[src/sv/rihc_pkg.sv]
package rihc_pkg;

  // Table geometry and field widths
  localparam int SLOT_COUNT = 16;
  localparam int POS_W      = 5;
  localparam int TIME_W     = 18;
  localparam int WIN_W      = 16;
  localparam int CFG_IDX_W  = 3;
  localparam int CFG_DATA_W = 18;

  localparam logic [POS_W-1:0]  SLOT_LAST = POS_W'(SLOT_COUNT);
  localparam logic [POS_W-1:0]  SLOT_HOME = POS_W'(1);
  localparam logic [TIME_W-1:0] T_MAX     = {TIME_W{1'b1}};

  // Operation codes
  localparam logic OP_TICK = 1'b0;
  localparam logic OP_GOTO = 1'b1;

  // Phase codes
  localparam logic [2:0] PH_IDLE     = 3'd0;
  localparam logic [2:0] PH_HOMING   = 3'd1;
  localparam logic [2:0] PH_STEPPING = 3'd2;
  localparam logic [2:0] PH_OVERRUN  = 3'd3;
  localparam logic [2:0] PH_BACKOFF  = 3'd4;

  // Motor drive codes
  localparam logic [1:0] MOTOR_STOP    = 2'd0;
  localparam logic [1:0] MOTOR_FORWARD = 2'd1;
  localparam logic [1:0] MOTOR_REVERSE = 2'd2;

  // Status codes
  localparam logic [2:0] ST_NONE       = 3'd0;
  localparam logic [2:0] ST_REACHED    = 3'd1;
  localparam logic [2:0] ST_HOME_FAIL  = 3'd2;
  localparam logic [2:0] ST_STEP_FAIL  = 3'd3;
  localparam logic [2:0] ST_REJECTED   = 3'd4;

  // Configuration register indexes
  localparam logic [CFG_IDX_W-1:0] CFG_HOME_LIMIT = 3'd0;
  localparam logic [CFG_IDX_W-1:0] CFG_STEP_LIMIT = 3'd1;
  localparam logic [CFG_IDX_W-1:0] CFG_PAIR_WIN   = 3'd2;
  localparam logic [CFG_IDX_W-1:0] CFG_STEP_MIN   = 3'd3;
  localparam logic [CFG_IDX_W-1:0] CFG_OVERRUN    = 3'd4;
  localparam logic [CFG_IDX_W-1:0] CFG_BACKOFF    = 3'd5;

  // Configuration reset values
  localparam logic [TIME_W-1:0] RST_HOME_LIMIT = TIME_W'(120000);
  localparam logic [TIME_W-1:0] RST_STEP_LIMIT = TIME_W'(30000);
  localparam logic [WIN_W-1:0]  RST_PAIR_WIN   = WIN_W'(2000);
  localparam logic [WIN_W-1:0]  RST_STEP_MIN   = WIN_W'(2000);
  localparam logic [WIN_W-1:0]  RST_OVERRUN    = WIN_W'(700);
  localparam logic [WIN_W-1:0]  RST_BACKOFF    = WIN_W'(200);

  typedef struct packed {
    logic [TIME_W-1:0] home_limit;
    logic [TIME_W-1:0] step_limit;
    logic [WIN_W-1:0]  pair_win;
    logic [WIN_W-1:0]  step_min;
    logic [WIN_W-1:0]  overrun;
    logic [WIN_W-1:0]  backoff;
  } cfg_t;

  typedef struct packed {
    logic [1:0]       motor_drive;
    logic [POS_W-1:0] position;
    logic             busy_res;
    logic [2:0]       status;
  } result_t;

endpackage

[src/sv/rihc_cfg.sv]
module rihc_cfg (
  input  logic                                clk,
  input  logic                                rst,
  input  logic                                cfg_valid,
  output logic                                cfg_ready,
  input  logic [rihc_pkg::CFG_IDX_W-1:0]      cfg_index,
  input  logic [rihc_pkg::CFG_DATA_W-1:0]     cfg_data,
  output rihc_pkg::cfg_t                      cfg
);
  import rihc_pkg::*;

  assign cfg_ready = 1'b1;

  // Load defaults on reset, take one register per write transaction
  always_ff @(posedge clk) begin
    if (rst) begin
      cfg.home_limit <= RST_HOME_LIMIT;
      cfg.step_limit <= RST_STEP_LIMIT;
      cfg.pair_win   <= RST_PAIR_WIN;
      cfg.step_min   <= RST_STEP_MIN;
      cfg.overrun    <= RST_OVERRUN;
      cfg.backoff    <= RST_BACKOFF;
    end else if (cfg_valid && cfg_ready) begin
      unique case (cfg_index)
        CFG_HOME_LIMIT: cfg.home_limit <= cfg_data[TIME_W-1:0];
        CFG_STEP_LIMIT: cfg.step_limit <= cfg_data[TIME_W-1:0];
        CFG_PAIR_WIN:   cfg.pair_win   <= cfg_data[WIN_W-1:0];
        CFG_STEP_MIN:   cfg.step_min   <= cfg_data[WIN_W-1:0];
        CFG_OVERRUN:    cfg.overrun    <= cfg_data[WIN_W-1:0];
        CFG_BACKOFF:    cfg.backoff    <= cfg_data[WIN_W-1:0];
        default: ;
      endcase
    end
  end

endmodule

[src/sv/rihc_core.sv]
module rihc_core (
  input  logic                          clk,
  input  logic                          rst,
  input  logic                          fire,
  input  logic                          op,
  input  logic                          sensor,
  input  logic [rihc_pkg::POS_W-1:0]    target,
  input  rihc_pkg::cfg_t                cfg,
  output rihc_pkg::result_t             res
);
  import rihc_pkg::*;

  logic [2:0]        phase, phase_next;
  logic [POS_W-1:0]  slot_position, slot_position_next;
  logic [POS_W-1:0]  goal_slot, goal_slot_next;
  logic [TIME_W-1:0] elapsed_ms, elapsed_ms_next;
  logic [TIME_W-1:0] last_edge_ms, last_edge_ms_next;
  logic              last_edge_seen, last_edge_seen_next;
  logic              previous_sensor, previous_sensor_next;

  logic              rising;
  logic [TIME_W:0]   tick_count;
  logic [TIME_W-1:0] tick_sat;
  logic [TIME_W-1:0] edge_gap;
  logic              bad_target;
  logic [POS_W-1:0]  slot_after;
  logic [2:0]        status;

  assign rising     = !previous_sensor && sensor;
  assign tick_count = {1'b0, elapsed_ms} + (TIME_W+1)'(1);
  assign tick_sat   = (tick_count > {1'b0, T_MAX}) ? T_MAX : tick_count[TIME_W-1:0];
  assign edge_gap   = tick_sat - last_edge_ms;
  assign bad_target = (target == '0) || (target > SLOT_LAST);
  assign slot_after = (slot_position >= SLOT_LAST) ? SLOT_HOME
                                                   : slot_position + POS_W'(1);

  // Work out the state after one item
  always_comb begin
    phase_next           = phase;
    slot_position_next   = slot_position;
    goal_slot_next       = goal_slot;
    elapsed_ms_next      = elapsed_ms;
    last_edge_ms_next    = last_edge_ms;
    last_edge_seen_next  = last_edge_seen;
    previous_sensor_next = previous_sensor;
    status               = ST_NONE;

    if (op == OP_GOTO) begin
      if (bad_target || phase != PH_IDLE) begin
        status = ST_REJECTED;
      end else if (slot_position == target) begin
        previous_sensor_next = sensor;
        status               = ST_REACHED;
      end else begin
        goal_slot_next       = target;
        previous_sensor_next = sensor;
        elapsed_ms_next      = '0;
        if (slot_position == '0) begin
          phase_next          = PH_HOMING;
          last_edge_ms_next   = '0;
          last_edge_seen_next = sensor;
        end else begin
          phase_next = PH_STEPPING;
        end
      end
    end else begin
      previous_sensor_next = sensor;
      if (phase != PH_IDLE) begin
        elapsed_ms_next = tick_sat;
      end
      unique case (phase)
        PH_HOMING: begin
          if (tick_count > {1'b0, cfg.home_limit}) begin
            phase_next      = PH_IDLE;
            elapsed_ms_next = '0;
            status          = ST_HOME_FAIL;
          end else if (rising) begin
            if (last_edge_seen && edge_gap <= TIME_W'(cfg.pair_win)) begin
              slot_position_next = SLOT_HOME;
              phase_next         = PH_BACKOFF;
              elapsed_ms_next    = '0;
            end else begin
              last_edge_ms_next   = tick_sat;
              last_edge_seen_next = 1'b1;
            end
          end
        end
        PH_STEPPING: begin
          if (tick_count > {1'b0, cfg.step_limit}) begin
            phase_next      = PH_IDLE;
            elapsed_ms_next = '0;
            status          = ST_STEP_FAIL;
          end else if (rising && tick_sat > TIME_W'(cfg.step_min)) begin
            slot_position_next = slot_after;
            phase_next         = PH_OVERRUN;
            elapsed_ms_next    = '0;
          end
        end
        PH_OVERRUN: begin
          if (tick_sat >= TIME_W'(cfg.overrun)) begin
            phase_next      = PH_BACKOFF;
            elapsed_ms_next = '0;
          end
        end
        PH_BACKOFF: begin
          if (tick_sat >= TIME_W'(cfg.backoff)) begin
            elapsed_ms_next = '0;
            if (slot_position == goal_slot) begin
              phase_next = PH_IDLE;
              status     = ST_REACHED;
            end else begin
              phase_next = PH_STEPPING;
            end
          end
        end
        default: begin
          phase_next      = PH_IDLE;
          elapsed_ms_next = '0;
        end
      endcase
    end
  end

  // Drive result fields from the new phase, position and status
  always_comb begin
    priority if (phase_next == PH_HOMING || phase_next == PH_STEPPING ||
                 phase_next == PH_OVERRUN) begin
      res.motor_drive = MOTOR_FORWARD;
    end else if (phase_next == PH_BACKOFF) begin
      res.motor_drive = MOTOR_REVERSE;
    end else begin
      res.motor_drive = MOTOR_STOP;
    end
    res.position = slot_position_next;
    res.busy_res = (phase_next != PH_IDLE);
    res.status   = status;
  end

  // Commit state once per transaction
  always_ff @(posedge clk) begin
    if (rst) begin
      phase           <= PH_IDLE;
      slot_position   <= '0;
      goal_slot       <= '0;
      elapsed_ms      <= '0;
      last_edge_ms    <= '0;
      last_edge_seen  <= 1'b0;
      previous_sensor <= 1'b0;
    end else if (fire) begin
      phase           <= phase_next;
      slot_position   <= slot_position_next;
      goal_slot       <= goal_slot_next;
      elapsed_ms      <= elapsed_ms_next;
      last_edge_ms    <= last_edge_ms_next;
      last_edge_seen  <= last_edge_seen_next;
      previous_sensor <= previous_sensor_next;
    end
  end

  a_phase_legal: assert property (@(posedge clk) disable iff (rst)
    phase <= PH_BACKOFF)
    else $error("phase left the legal range");

  a_pos_range: assert property (@(posedge clk) disable iff (rst)
    slot_position <= SLOT_LAST)
    else $error("position beyond last slot");

  a_idle_clock: assert property (@(posedge clk) disable iff (rst)
    phase == PH_IDLE |-> elapsed_ms == '0)
    else $error("elapsed time running while idle");

  a_goal_set: assert property (@(posedge clk) disable iff (rst)
    phase != PH_IDLE |-> (goal_slot != '0 && goal_slot <= SLOT_LAST))
    else $error("moving without a valid goal slot");

  a_hold: assert property (@(posedge clk) disable iff (rst)
    !fire |=> $stable(phase) && $stable(slot_position))
    else $error("state changed without a transaction");

endmodule

[src/sv/rotary_indexer_homing_control.sv]
// An accepted item passes the input register, then the result register,
// before its result is offered. The result register frees as it is taken.
// Throughput: one item per cycle unless out_stall holds a waiting result.
// Reset (rst, synchronous, active high): phase idle, position unknown,
// registers at their defaults, both pipeline stages empty.
module rotary_indexer_homing_control (
  input  logic                              clk,
  input  logic                              rst,
  input  logic                              in_valid,
  output logic                              in_stall,
  input  logic                              op,
  input  logic                              sensor,
  input  logic [rihc_pkg::POS_W-1:0]        target,
  output logic                              out_valid,
  input  logic                              out_stall,
  output logic [1:0]                        motor_drive,
  output logic [rihc_pkg::POS_W-1:0]        position,
  output logic                              busy_res,
  output logic [2:0]                        status,
  input  logic                              cfg_valid,
  output logic                              cfg_ready,
  input  logic [rihc_pkg::CFG_IDX_W-1:0]    cfg_index,
  input  logic [rihc_pkg::CFG_DATA_W-1:0]   cfg_data
);
  import rihc_pkg::*;

  cfg_t             cfg;
  result_t          res;
  logic             s1_valid;
  logic             s1_op;
  logic             s1_sensor;
  logic [POS_W-1:0] s1_target;
  logic             advance;
  logic             fire;

  assign advance  = !out_valid || !out_stall;
  assign fire     = s1_valid && advance;
  assign in_stall = s1_valid && !advance;

  rihc_cfg u_cfg (
    .clk       (clk),
    .rst       (rst),
    .cfg_valid (cfg_valid),
    .cfg_ready (cfg_ready),
    .cfg_index (cfg_index),
    .cfg_data  (cfg_data),
    .cfg       (cfg)
  );

  rihc_core u_core (
    .clk    (clk),
    .rst    (rst),
    .fire   (fire),
    .op     (s1_op),
    .sensor (s1_sensor),
    .target (s1_target),
    .cfg    (cfg),
    .res    (res)
  );

  // Input register: take a transaction whenever not stalled
  always_ff @(posedge clk) begin
    if (rst) begin
      s1_valid <= 1'b0;
    end else if (!in_stall) begin
      s1_valid <= in_valid;
    end
  end

  always_ff @(posedge clk) begin
    if (!in_stall && in_valid) begin
      s1_op     <= op;
      s1_sensor <= sensor;
      s1_target <= target;
    end
  end

  // Result register: hold while stalled, refill from the core
  always_ff @(posedge clk) begin
    if (rst) begin
      out_valid <= 1'b0;
    end else if (advance) begin
      out_valid <= s1_valid;
    end
  end

  always_ff @(posedge clk) begin
    if (fire) begin
      motor_drive <= res.motor_drive;
      position    <= res.position;
      busy_res    <= res.busy_res;
      status      <= res.status;
    end
  end

endmodule
[config.mk]
export PLATFORM = sky130hd
export DESIGN_NAME = rotary_indexer_homing_control
export DESIGN_NICKNAME = d
export VERILOG_FILES = /design/src/sv/rihc_pkg.sv /design/src/sv/rihc_cfg.sv /design/src/sv/rihc_core.sv /design/src/sv/rotary_indexer_homing_control.sv
export SDC_FILE = /design/constraint.sdc
export NUM_CORES = 1
export LEC_CHECK = 0
export ABC_CLOCK_PERIOD_IN_PS = 9700
export BUFFER_PORTS_ARGS = -buffer_cell sky130_fd_sc_hd__buf_2
export CAP_MARGIN = 20
export CORE_AREA = 2 2 192 194
export CTS_BUF_LIST = sky130_fd_sc_hd__clkbuf_4
export DETAILED_ROUTE_END_ITERATION = 8
export DIE_AREA = 0 0 194 196
export GPL_ROUTABILITY_DRIVEN = 0
export HOLD_SLACK_MARGIN = 0.06
export PLACE_DENSITY = 0.44
export SLEW_MARGIN = 20
export SYNTH_ARGS = -nofsm -noshare
export SYNTH_HDL_FRONTEND = slang
export SYNTH_SLANG_ARGS = --single-unit
[constraint.sdc]
create_clock -name clk -period 9.7 [get_ports clk]
set_input_delay 1.94 -clock clk [delete_from_list [all_inputs] [get_ports clk]]
set_output_delay 1.94 -clock clk [all_outputs]
set_load 0.005 [all_outputs]
[After elaboration in Yosys (flattened, before gate mapping)]
Cells that the tools add are included.
Word-level totals
  bits in registers: 171
  output and inout port bits: 14
  logic and storage cells: 150
Cells by class
  add/sub/neg operators: 3
  order comparisons: 9
  equality and inequality tests: 20
  multiplexer cells: 61
  bitwise gates (word level): 2
  reduce and logical (&&, ||, !) cells: 33
Operators by type and width (count)
  two-way mux 18 bit: 20
  case mux 18 bit (4 select lines): 1
  two-way mux 3 bit: 13
  greater-than comparator 19 x 18 -> 1 bit: 2
  greater-or-equal comparator 18 x 16 -> 1 bit: 2
  two-way mux 5 bit: 7
  adder 18 x 1 -> 19 bit, second input constant: 1
  greater-than comparator 19 x 18 -> 1 bit, second input constant: 1
  equality test 3 x 2 -> 1 bit, second input constant: 6
  greater-than comparator 18 x 16 -> 1 bit: 1
  less-or-equal comparator 18 x 16 -> 1 bit: 1
  subtractor 18 bit: 1
  AND reduction 2 bit: 7
  equality test 3 bit, second input constant: 4
  two-way mux 1 bit: 12
  case mux 3 bit (4 select lines): 1
  equality test 5 bit: 2
  logical NOT 5 bit: 2
  two-way mux 2 bit: 5
  case mux 5 bit (2 select lines): 1
  equality test 3 x 1 -> 1 bit, second input constant: 3
  case mux 3 bit (3 select lines): 1
  != test 2 bit, second input constant: 4
  AND reduction 8 bit: 1
  other kinds (13): 29

[Longest topological paths before layout]
Gate-level depths: netlist of run 1.
  word-level depth: 14
  gate-level depth with buffers: 34
  mapped depth without buffers: 32

[By module]
Synthesis of run 1 repeated with hierarchy kept, for this count alone.
Second synthesis, totals
  cell total of the unflattened synthesis: 1318
  area, all modules: 11422.2 µm²
Modules (own cells, without submodules)
  rihc_core: times used 1, cells an instance 916, area an instance 6817.8 µm², sequential area each 1021.0 µm²
  rihc_cfg: times used 1, cells an instance 374, area an instance 3977.6 µm², sequential area each 2001.9 µm²
  rotary_indexer_homing_control: times used 1, cells an instance 28, area an instance 626.9 µm², sequential area each 580.6 µm²

[Least setup slack after synthesis of run 1]
No wires, ideal clock.
  path type: register to register
  start: register u_core.elapsed_ms[0]
  end: register u_core.elapsed_ms[9]
  setup time: 0.117 ns
  data arrival time: 6.362 ns
  path slack: 3.221 ns
  stages on the path, launching flop included: 33
  period minus slack after synthesis: 6.479 ns
  cells stage by stage: dfxtp_1 > ha_1 > nand4_1 > or4_1 > xnor2_1 > nand4_1 > o31a_1 > clkbuf_1 > nand2_1 > inv_1 > ha_1 > inv_1 > fa_1 > a211oi_1 > o21ai_0 > a221oi_1 > nor2b_1 > o21a_1 > o21ai_0 > nand2b_1 > a21oi_1 > xnor2_1 > ha_1 > nand2_1 > o21ai_0 > a2111oi_0 > o21ai_0 > a21oi_1 > o211a_4 > a21oi_4 > o21a_4 > buf_6 > a22o_1
On the way
  longest elaborated chain between the ends: 11
  elaborated cells on any way between the ends: 22
  those cells by class: 2 x add/sub; 7 x order compare; 11 x mux; 2 x reduce/logical
RTL lines
  from (decl): RTL line rihc_core.sv:16  | logic [TIME_W-1:0] elapsed_ms, elapsed_ms_next;
  from (signal assigned): RTL line rihc_core.sv:153  | elapsed_ms <= elapsed_ms_next;
  adder 18 x 1 -> 19 bit *: RTL line rihc_core.sv:30  | assign tick_count = {1'b0, elapsed_ms} + (TIME_W+1)'(1);
  greater-than comparator 19 x 18 -> 1 bit: RTL line rihc_core.sv:31  | assign tick_sat = (tick_count > {1'b0, T_MAX}) ? T_MAX : tick_count[TIME_W-1:0];
  two-way mux 18 bit: RTL line rihc_core.sv:31
  subtractor 18 bit: RTL line rihc_core.sv:32  | assign edge_gap = tick_sat - last_edge_ms;
  less-or-equal comparator 18 x 16 -> 1 bit: RTL line rihc_core.sv:78  | if (last_edge_seen && edge_gap <= TIME_W'(cfg.pair_win)) begin
  logical AND 1 bit: RTL line rihc_core.sv:78
  two-way mux 18 bit: RTL line rihc_core.sv:78
  two-way mux 18 bit: RTL line rihc_core.sv:77  | end else if (rising) begin
  two-way mux 18 bit: RTL line rihc_core.sv:73  | if (tick_count > {1'b0, cfg.home_limit}) begin
  case mux 18 bit (4 select lines) *: RTL line rihc_core.sv:71  | unique case (phase)
  two-way mux 18 bit *: RTL line rihc_core.sv:48  | if (op == OP_GOTO) begin
Mark *: on every way between the ends. The rest lies on a longest branch, timed or not.
A chain may end at the register's enable or synchronous reset.

==> results of run 1 <==
==> metrics by stage <==
stage / worst slack [ns] / hold slack [ns] / std cells
floorplan: 3.22 / 0.436 / 1309
global placement: 2.16 / 0.442 / 1792
detailed placement: 1.99 / 0.448 / 1792
CTS: 1.95 / 0.467 / 1823
global route: 1.30 / 0.482 / 1824
finish: 1.93 / 0.466 / 1825
==> cell usage after synthesis, types with 5 or more instances <==
| cell | instances | area share [%] |
|---|---|---|
| nand2_1 | 227 | 8.0 |
| o21a_1 | 9 | 0.63 |
| xor2_1 | 15 | 1.2 |
| ha_1 | 121 | 14 |
| a21oi_1 | 115 | 5.4 |
| nand3_1 | 25 | 1.2 |
| edfxtp_1 | 18 | 5.1 |
| mux2i_1 | 7 | 0.66 |
| a31oi_1 | 8 | 0.47 |
| o211ai_1 | 46 | 3.2 |
| a21o_1 | 19 | 1.3 |
| xnor2_1 | 27 | 2.2 |
| nand3b_1 | 5 | 0.35 |
| clkbuf_1 | 33 | 1.2 |
| inv_1 | 143 | 5.0 |
| o21ai_0 | 42 | 2.0 |
| or3_1 | 5 | 0.29 |
| a22o_1 | 32 | 2.6 |
| nand2b_1 | 25 | 1.5 |
| nor2_1 | 63 | 2.2 |
| dfxtp_1 | 153 | 29 |
| nor2b_1 | 12 | 0.70 |
| buf_1 | 6 | 0.21 |
| nand4_1 | 26 | 1.5 |
| nor3_1 | 19 | 0.89 |
| nor4_1 | 5 | 0.29 |
| a211oi_1 | 14 | 0.99 |
==> cell type report <==
| class | count | area, sq um | share of cell area [%] |
|---|---|---|---|
| multi-input cells | 949 | 6320 | 54.3 |
| flip-flops and latches | 171 | 3600 | 30.9 |
| well taps | 468 | 586 | 5.02 |
| inverters | 143 | 537 | 4.61 |
| repair buffers | 61 | 345 | 2.96 |
| clock buffers | 18 | 135 | 1.16 |
| clock inverters | 13 | 120 | 1.03 |
| diodes | 2 | 5.00 | 0.0429 |
==> cells by family after synthesis <==
| kind of cell | count (synthesis) | synth area share [%] |
|---|---|---|
| simple gates | 438 | 19.2 |
| flops | 171 | 33.8 |
| other cells | 1 | 0.0352 |
| mux | 7 | 0.658 |
| buf+inv | 189 | 6.91 |
| fa+ha+maj | 122 | 14.4 |
| compound gates | 339 | 21.6 |
| xor+xnor | 42 | 3.45 |
==> power by group through the flow <==
stage	Clock, uW	Sequential, uW	Combinational, uW
after floorplan	0	752	68.1
after global placement	0	756	114
after detailed placement	0	756	114
after CTS	434	741	115
after global routing	462	743	126
final	418	741	114
==> worst min-delay path, stage by stage, from the launching register on <==
cell and delay, ns:
dfxtp_1 0.34, nand2_1 0.05, a21oi_1 0.05
==> layer usage <==
layer  global-route usage [%]  vias up  routed length [um]
met3                     2.82       29                1180
met1                     25.5     4376               17200
met4                     4.43        0                 476
met2                     29.7      143               15700
met5                        0        -                   0
li1                         -     4669                   -
==> worst max-delay path by stage <==
| stage | startpoint | to | slack, ns |
|---|---|---|---|
| after floorplan | u_core.elapsed_ms[0]$_SDFFE_PP0P_ | u_core.elapsed_ms[9]$_SDFFE_PP0P_ | 3.22 |
| after global placement | u_core.elapsed_ms[0]$_SDFFE_PP0P_ | position[3]$_DFFE_PP_ | 2.16 |
| after detailed placement | u_core.elapsed_ms[0]$_SDFFE_PP0P_ | position[3]$_DFFE_PP_ | 1.99 |
| after CTS | u_core.elapsed_ms[0]$_SDFFE_PP0P_ | position[3]$_DFFE_PP_ | 1.95 |
| after global routing | u_core.elapsed_ms[0]$_SDFFE_PP0P_ | position[3]$_DFFE_PP_ | 1.30 |
| final | u_core.elapsed_ms[0]$_SDFFE_PP0P_ | position[3]$_DFFE_PP_ | 1.93 |
==> registers in the layout, summed over array words and instances, names as in the netlist, 2 cells and up <==
| signal | flops |
|---|---|
| u_core.slot_position | 5 |
| u_cfg.cfg | 100 |
| position | 5 |
| u_core.phase | 3 |
| u_core.last_edge_ms | 18 |
| s1_target | 5 |
| motor_drive | 2 |
| u_core.goal_slot | 5 |
| u_core.elapsed_ms | 18 |
| status | 3 |
==> layout by cell type (no fill, tap or decap), types with 4 or more instances in the layout <==
master / instances
nand3_1: 25
o211ai_1: 46
and4_1: 4
nand2_1: 227
o21bai_1: 4
nand3b_1: 5
clkbuf_4: 18
nor2b_1: 12
mux2i_1: 7
nor4_1: 5
or3_1: 5
o2111ai_1: 4
nor2_1: 63
xnor2_1: 27
o21ai_0: 42
edfxtp_1: 18
buf_4: 16
o32ai_1: 4
a21o_1: 19
or2_2: 4
o21a_1: 9
nand4_1: 26
nor3_1: 17
a221oi_1: 4
nand2b_1: 25
a31oi_1: 8
a211oi_1: 14
dfxtp_1: 153
inv_1: 143
o21ai_1: 4
buf_2: 45
a211o_1: 4
xor2_1: 15
ha_1: 121
and3_1: 4
a21oi_1: 115
a22o_1: 32
==> run metrics, run 1 <==
CTS Buf Count 17; boundary pin count 47; CTS Buffer Depth 2; first-pass GRT wire length 53000 um; Most common cell on crit path o21ai_0; Power, Total 1270 uW; CTS tree built; worst hold stages 2; FP Rows 70; die height about 200 um; drt pass-1 iters 5; DP Wirelength 25300 um; sw frac 29.6%; Placeable Area 36100 sq um; worst r2r src u_core.elapsed_ms[0]$_SDFFE_PP0P_; CTS clk-pin slew, worst paths 0.16 ns; Levels on crit path 30; CP Class reg -> reg; NumNets Final around 1500; Leak just under 0.005 uW; critical path required time 10.08 ns; Hold EP u_cfg.cfg[65]$_SDFFE_PP0P_; Finished Cell Area about 12000 sq um; Netlist cell types 74; reg2reg setup slack 1.93 ns; setup violators final 0; Slew Viols, Final 0; YS warnings 0; synthesized area 10700 sq um; crit path time final 7.77 ns; Flop pwr share 58.2%; DRC viols 0; syn_nets 1464; Worst R2R Path Depth 30; Setup Buffers After CTS 0; Final Hold Vio Count 0; root buffer cell clkbuf_4; Synth Register Bits roughly 170; Clock Power Share 32.9%; ys async rst share 0%; H-tree depth 4; setup tns final 0 ns; hold path startpoint u_cfg.cfg[65]$_SDFFE_PP0P_; clock latency reported for the late side of the worst-skew pair 0.63 ns; Mean Syn Cell Area 8.14 sq um; internal power 897 uW; CP top delay family compound AO/OA/AOI/OAI gates; area grow syn2layout 9.41%; Hold Path Class reg -> reg; power share of the combinational group 8.9%; maxcap violations 0; port bufs between 40 and 50; vias in the first global route 8806; CP max stage delay 0.57 ns; CP bufs+invs 2; RSZ-0062 raised after global routing no; DRT Wirelength 34600 um; routed wire length per instance 18.9 um; DIE WIDTH 194 um; maximum net fanout on the critical path 14; Finished Core Util 32.3%; Overflow after GRT 0; status finished clean; sequential cell area fraction in the yosys report 33.8%; worst r2r dst position[3]$_DFFE_PP_; Syn Inst Count 1309; largest net degree at the start of global routing 74; Starting DRT DRC Count 548; maximum VDD drop 0.0000645 V; Psw 376 uW; Synth Flop Type dfxtp_1; Slowest cell on crit path or4_1; die outline area roughly 38000 sq um; placed inst area 11400 sq um; initial core utilization 29.5%; vias 9217; final clock skew 0.0281 ns; antenna-violating nets left 0; post-CTS resize count 0; Power Dens Cells 109 nW/um^2; Fill cells 3845; routed vias/inst 5.05; Crit path arrival time 8.15 ns; initial antenna violation count 4; Startpoint Class flop; clock sink total between 150 and 200; CTS Hold Buffers Added 0; Achievable Freq roughly 0.13 GHz; Slew HR 33.1%; share of cells above drive strength 1 8.19%; crit end category flop; period utilisation layout about four fifths; Worst-Margin Slew 0.996 ns; EDFF count, synth 18; total track usage between 10% and 20%
Power figures use the tool's default switching activity.
==> run 2, diff against run 1 <==
- ABC_CLOCK_PERIOD_IN_PS: 9700 -> 7000
- PLACE_DENSITY: 0.44 -> 0.46
- clock period: 9.7 -> 7 ns (I/O delays scaled with it)
==> run 2 against run 1 <==
- sequential power grew 39%
- non-clock buffer count grew 39
- clock power grew 39%
- die area is the same
- combinational power grew 39%
- final area grew 3.5%
- core utilization grew 1.1 points
- critical path depth grew 1
==> run metrics, run 2 (same netlist as run 1, synthesis figures left out) <==
status finished clean; CTS Hold Buffers Added 0 (unchanged); DRC viols 0 (unchanged); Crit path arrival time 6.89 ns (-1.26 ns); final worst setup slack 0.450 ns (-1.48 ns); Worst R2R Path Depth 31 (+3.3%); port bufs 45 (unchanged); Fill cells 3920 (+2.0%); worst r2r dst motor_drive[0]$_SDFFCE_PP1P_; CTS tree built; critical path required time 7.34 ns (-2.74 ns); crit end category flop; DIE WIDTH 194 um (unchanged); Startpoint Class flop; total track usage 18.1% (-0.21 points); initial core utilization 29.5% (unchanged); DRT Wirelength 34300 um (-0.89%); register area 3610 sq um (+0.10%); routed vias/inst 5.02 (-0.56%); FP Rows 70 (unchanged); crit path time final 6.55 ns (-1.22 ns); H-tree depth 4 (unchanged); maxcap violations 0 (unchanged); final clock skew 0.0493 ns (+0.0212 ns); worst r2r src u_core.elapsed_ms[11]$_SDFFE_PP0P_; vias 9366 (+1.6%); CTS Buf Count 17 (unchanged); vias in the first global route 8798 (-0.091%); Hold WS 0.463 ns (-0.00238 ns); period utilisation layout 93.6% (+13 points); Slew HR 29.1% (-4.0 points); NumNets Final 1537 (+2.6%); CTS clk-pin slew, worst paths 0.15 ns (about the same); Slowest cell on crit path dfxtp_1; DP Wirelength 25100 um (-0.68%); antenna-violating nets left 0 (unchanged); initial antenna violation count 1 (-3); reg2reg setup slack 0.45 ns (-1.48 ns); setup violators final 0 (unchanged); hold path startpoint u_cfg.cfg[61]$_SDFFE_PP0P_; Overflow after GRT 0 (unchanged); biggest registers after layout u_cfg.cfg (100), u_core.elapsed_ms (18), u_core.last_edge_ms (18); Final Hold Vio Count 0 (unchanged); Most flops, register u_cfg.cfg; commonest non-fill, non-tap cell in the layout nand2_1; Place WS -0.0292 ns (-2.02 ns); clock sink total 171 (unchanged); most frequent cells in the layout 227 x nand2_1, 150 x dfxtp_1, 143 x inv_1, 121 x ha_1, 113 x a21oi_1; area grow syn2layout 13.2%; CP Class reg -> reg; Most common cell on crit path nand2_1; first-pass GRT wire length 52300 um (-1.3%); max reg flops 100 (unchanged); die height 196 um (unchanged); worst hold stages 2 (unchanged); Slew Viols, Final 0 (unchanged); root buffer cell clkbuf_4; maximum VDD drop 0.0000825 V (+28%); Placeable Area 36100 sq um (unchanged); Starting DRT DRC Count 498 (-9.1%); share of cells above drive strength 1 11.8% (+3.6 points); largest net degree at the start of global routing 79 (+6.8%); maximum net fanout on the critical path 7 (-7); CP max stage delay 0.45 ns (-0.12 ns); Power Dens Cells 146 nW/um^2 (+34%); routed wire length per instance 18.4 um (-3.0%); die outline area 38000 sq um (unchanged); CTS Buffer Depth 2 (unchanged); area of the multi-input gates 6410 sq um (+1.3%); Achievable Freq 0.153 GHz (+19%); drt pass-1 iters 5 (unchanged); Critical Path End motor_drive[0]$_SDFFCE_PP1P_; boundary pin count 47 (unchanged); Hold Path Class reg -> reg; clock latency reported for the late side of the worst-skew pair 0.63 ns (about the same); Worst-Margin Slew 1.06 ns (+0.0681 ns); CP Launch Point u_core.elapsed_ms[11]$_SDFFE_PP0P_; Leak 0.00520 uW (+5.2%)
-- run 2: cell types whose count changed in the layout (fill, tap and decap cells not counted), sizes merged --
| cell | change |
|---|---|
| buf | +39 |
| clkbuf | +1 |
-- run 2: critical path: cells and delay by family (launching register included) --
family / cells / cell delay [ns]
XOR/XNOR: 2 / 0.35
flip-flops: 1 / 0.45
adder cells (fa/ha/maj): 2 / 0.61
AO/OA/AOI/OAI: 12 / 2.31
AND/OR/NAND/NOR: 11 / 1.95
buffers and inverters: 4 / 0.61
-- run 2: report_power, final --
group	switching [uW]	internal [uW]	total (uW)
clock network	393	187	580
logic	109	49.8	159
registers	12.8	1010	1030
total	515	1250	1770
-- run 2: worst min-delay path by stage --
stage	end	slack, ns
2_1_floorplan	u_cfg.cfg[10]$_SDFFE_PP0P_	0.44
3_3_place_gp	u_cfg.cfg[31]$_SDFFE_PP0P_	0.44
4_1_cts	u_cfg.cfg[61]$_SDFFE_PP0P_	0.47
5_1_grt	u_cfg.cfg[44]$_SDFFE_PP0P_	0.48
6_report	u_cfg.cfg[61]$_SDFFE_PP0P_	0.46
3_5_place_dp	u_cfg.cfg[66]$_SDFFE_PP0P_	0.45
-- run 2: routing by layer --
metal	track usage, %	routed length (um)	vias up
li1	-	-	4759
met1	25.5	17000	4414
met2	28.7	15400	168
met3	2.82	1360	25
met4	4.99	521	0
met5	0	0	-
-- run 2: timing repair --
| item | 4_1_cts | 5_1_grt |
|---|---|---|
| buffers inserted | 1 | 6 |
| pin swaps | 1 | 9 |
| gates resized for setup | 2 | 17 |
| setup endpoints to repair | 24 | 52 |
| cloned | 0 | 0 |
-- run 2: layout make-up --
type                       count  share of cell area (%)
inverter                     143                    4.45
clock inverter                13                   0.975
sequential                   171                    29.9
timing repair buffer         100                    5.50
tap                          468                    4.85
antenna                        2                  0.0415
multi-input combinational    949                    53.1
clock buffer                  19                    1.18
-- run 2: through the flow --
stage	utilization (%)	TNS [ns]	total power (uW)	std cells	area (sq um)
4_1_cts	33.1	0	1790	1857	11900
5_1_grt	33.4	-0.0128	1840	1865	12100
2_1_floorplan	-	0	1140	1309	10700
6_report	33.4	0	1770	1865	12100
3_3_place_gp	32.3	0	1210	1824	11600
3_5_place_dp	32.3	-0.402	1210	1824	11600
==> run 3, diff against run 2 <==
- REMOVE_ABC_BUFFERS: not set -> 1
==> run 3 against run 2 <==
- clock skew fell by 0.015 ns
- worst setup slack got worse by 0.038 ns
- clock power fell by 8.1%
- first-iteration DRC count rose by 18%
- via count barely moved
- maximum frequency fell by 0.58%
- power fell by 2.8%
- wire length fell by 0.27%
- combinational power barely moved
- die area did not move
- critical endpoint is now position[3]$_DFFE_PP_
- largest cell class unchanged
- largest power group unchanged
==> run metrics, run 3 (same netlist as run 1, synthesis figures left out) <==
max reg flops 100 (unchanged); Leak 0.00515 uW (-0.99%); die height 196 um (unchanged); Starting DRT DRC Count 590 (+18%); maximum VDD drop 0.0000744 V (-9.8%); Slew Viols, Final 0 (unchanged); worst hold stages 2 (unchanged); total track usage 18.2% (+0.13 points); boundary pin count 47 (unchanged); largest net degree at the start of global routing 54 (-32%); Final Hold Vio Count 0 (unchanged); CP max stage delay 0.57 ns (+0.12 ns); DRC viols 0 (unchanged); antenna-violating nets left 0 (unchanged); CTS Buf Count 17 (unchanged); Overflow after GRT 0 (unchanged); period utilisation layout 94.1% (+0.55 points); Layout Cells excl Fill 1862 (-0.16%); root buffer cell clkbuf_4; FP Rows 70 (unchanged); routed wire length per instance 18.4 um (-0.11%); DRT Wirelength 34200 um (-0.27%); CTS tree built; routed vias/inst 5.03 (about the same); Worst-Margin Slew 0.776 ns (-0.288 ns); die outline area 38000 sq um (unchanged); status finished clean; most frequent cells in the layout 227 x nand2_1, 148 x dfxtp_1, 143 x inv_1, 120 x ha_1, 112 x a21oi_1; maxcap violations 0 (unchanged); port bufs 45 (unchanged); dpl cells 1823 (-0.055%); maximum net fanout on the critical path 6 (-1); clock sink total 171 (unchanged); Achievable Freq 0.152 GHz (-0.58%); share of cells above drive strength 1 11.6% (-0.27 points); crit path time final 6.59 ns (+0.0385 ns); reg2reg setup slack 0.41 ns (-0.04 ns); DIE WIDTH 194 um (unchanged); vias 9360 (-0.064%); worst r2r src u_core.elapsed_ms[0]$_SDFFE_PP0P_; setup tns final 0 ns (unchanged); DP Wirelength 25600 um (+2.2%); crit end category flop; vias in the first global route 8952 (+1.8%); biggest registers after layout u_cfg.cfg (100), u_core.elapsed_ms (18), u_core.last_edge_ms (18); clock latency reported for the late side of the worst-skew pair 0.62 ns (about the same); CTS Hold Buffers Added 0 (unchanged); CP Class reg -> reg; Critical Path End position[3]$_DFFE_PP_; setup violators final 0 (unchanged); Finished Core Util 33.2% (-0.21 points); drt pass-1 iters 5 (unchanged); Hold Path Class reg -> reg; H-tree depth 4 (unchanged); Startpoint Class flop; Slowest cell on crit path or4_4; CTS clk-pin slew, worst paths 0.14 ns (about the same); Most flops, register u_cfg.cfg; area grow syn2layout 12.5%; CP Launch Point u_core.elapsed_ms[0]$_SDFFE_PP0P_; initial antenna violation count 1 (unchanged); NumNets Final 1535 (-0.13%); Most common cell on crit path o21ai_0; Power Dens Cells 143 nW/um^2 (-2.2%); Worst R2R Path Depth 30 (-3.2%); critical path required time 7.37 ns (+0.03 ns); worst r2r dst position[3]$_DFFE_PP_; CTS Buffer Depth 2 (unchanged); Crit path arrival time 6.96 ns (+0.07 ns); initial core utilization 29.5% (unchanged); commonest non-fill, non-tap cell in the layout nand2_1; Slew HR 46.8% (+18 points); first-pass GRT wire length 53100 um (+1.4%); Placeable Area 36100 sq um (unchanged); final clock skew 0.0345 ns (-0.0149 ns)
## run 3: cell count changes in the layout (fill, tap and decap cells not counted), sizes merged
cell,previous run,this run
buf,100,98
bufinv,1,0
clkbuf,19,18
clkinv,6,5
clkinvlp,2,3
diode,2,1
inv,147,149
## run 3: worst min path at each step
stage | end | slack [ns] | start
after global placement | u_cfg.cfg[45]$_SDFFE_PP0P_ | 0.44 | u_cfg.cfg[45]$_SDFFE_PP0P_
after floorplan | u_cfg.cfg[10]$_SDFFE_PP0P_ | 0.43 | u_cfg.cfg[10]$_SDFFE_PP0P_
after global routing | u_cfg.cfg[90]$_SDFFE_PP0P_ | 0.48 | u_cfg.cfg[90]$_SDFFE_PP0P_
after detailed placement | u_cfg.cfg[90]$_SDFFE_PP0P_ | 0.45 | u_cfg.cfg[90]$_SDFFE_PP0P_
final | u_cfg.cfg[59]$_SDFFE_PP0P_ | 0.47 | u_cfg.cfg[59]$_SDFFE_PP0P_
after CTS | u_cfg.cfg[90]$_SDFFE_PP0P_ | 0.47 | u_cfg.cfg[90]$_SDFFE_PP0P_
## run 3: critical path: cells and delay by family, from the launching register on
| family | cells | cell delay [ns] |
|---|---|---|
| AO/OA/AOI/OAI | 13 | 2.75 |
| AND/OR/NAND/NOR | 9 | 1.68 |
| buffers and inverters | 2 | 0.14 |
| flip-flops | 1 | 0.38 |
| XOR/XNOR | 2 | 0.30 |
| adder cells (fa/ha/maj) | 4 | 1.11 |
## run 3: final cells by class
class | instances | area (sq um)
Inverter | 143 | 537
Antenna cell | 1 | 2.50
Clock buffer | 18 | 135
Timing Repair Buffer | 98 | 627
Multi-Input combinational cell | 949 | 6400
Clock inverter | 14 | 93.8
Tap cell | 468 | 586
Sequential cell | 171 | 3610
Fill cell | 3885 | 24100
## run 3: report_power, final
group          internal (uW)  switching [uW]  leakage, uW
clock                    145             388     0.000120
sequential              1010            12.8      0.00142
combinational           49.1             108      0.00361
## run 3: what timing repair did
item / in CTS / in global routing
buffers inserted: 0 / 5
setup endpoints to repair: 0 / 52
gates resized for setup: 0 / 20
## run 3: routing by layer
layer | wire (um) | up-vias | global-route usage, %
met5 | 0 | - | 0
li1 | - | 4749 | -
met2 | 15700 | 129 | 29.5
met3 | 1140 | 23 | 2.78
met4 | 447 | 0 | 4.26
met1 | 16800 | 4459 | 25.5
## run 3: per-stage QoR
step                total power (uW)  hold slack [ns]  cell area (sq um)  setup WS (ns)
CTS                             1750            0.466              11900         0.0127
global placement                1200            0.442              11600          0.162
detailed placement              1200            0.447              11600         0.0753
global route                    1800            0.482              12000        -0.0291
finish                          1720            0.465              12000          0.411
floorplan                       1130            0.430              10500          0.663
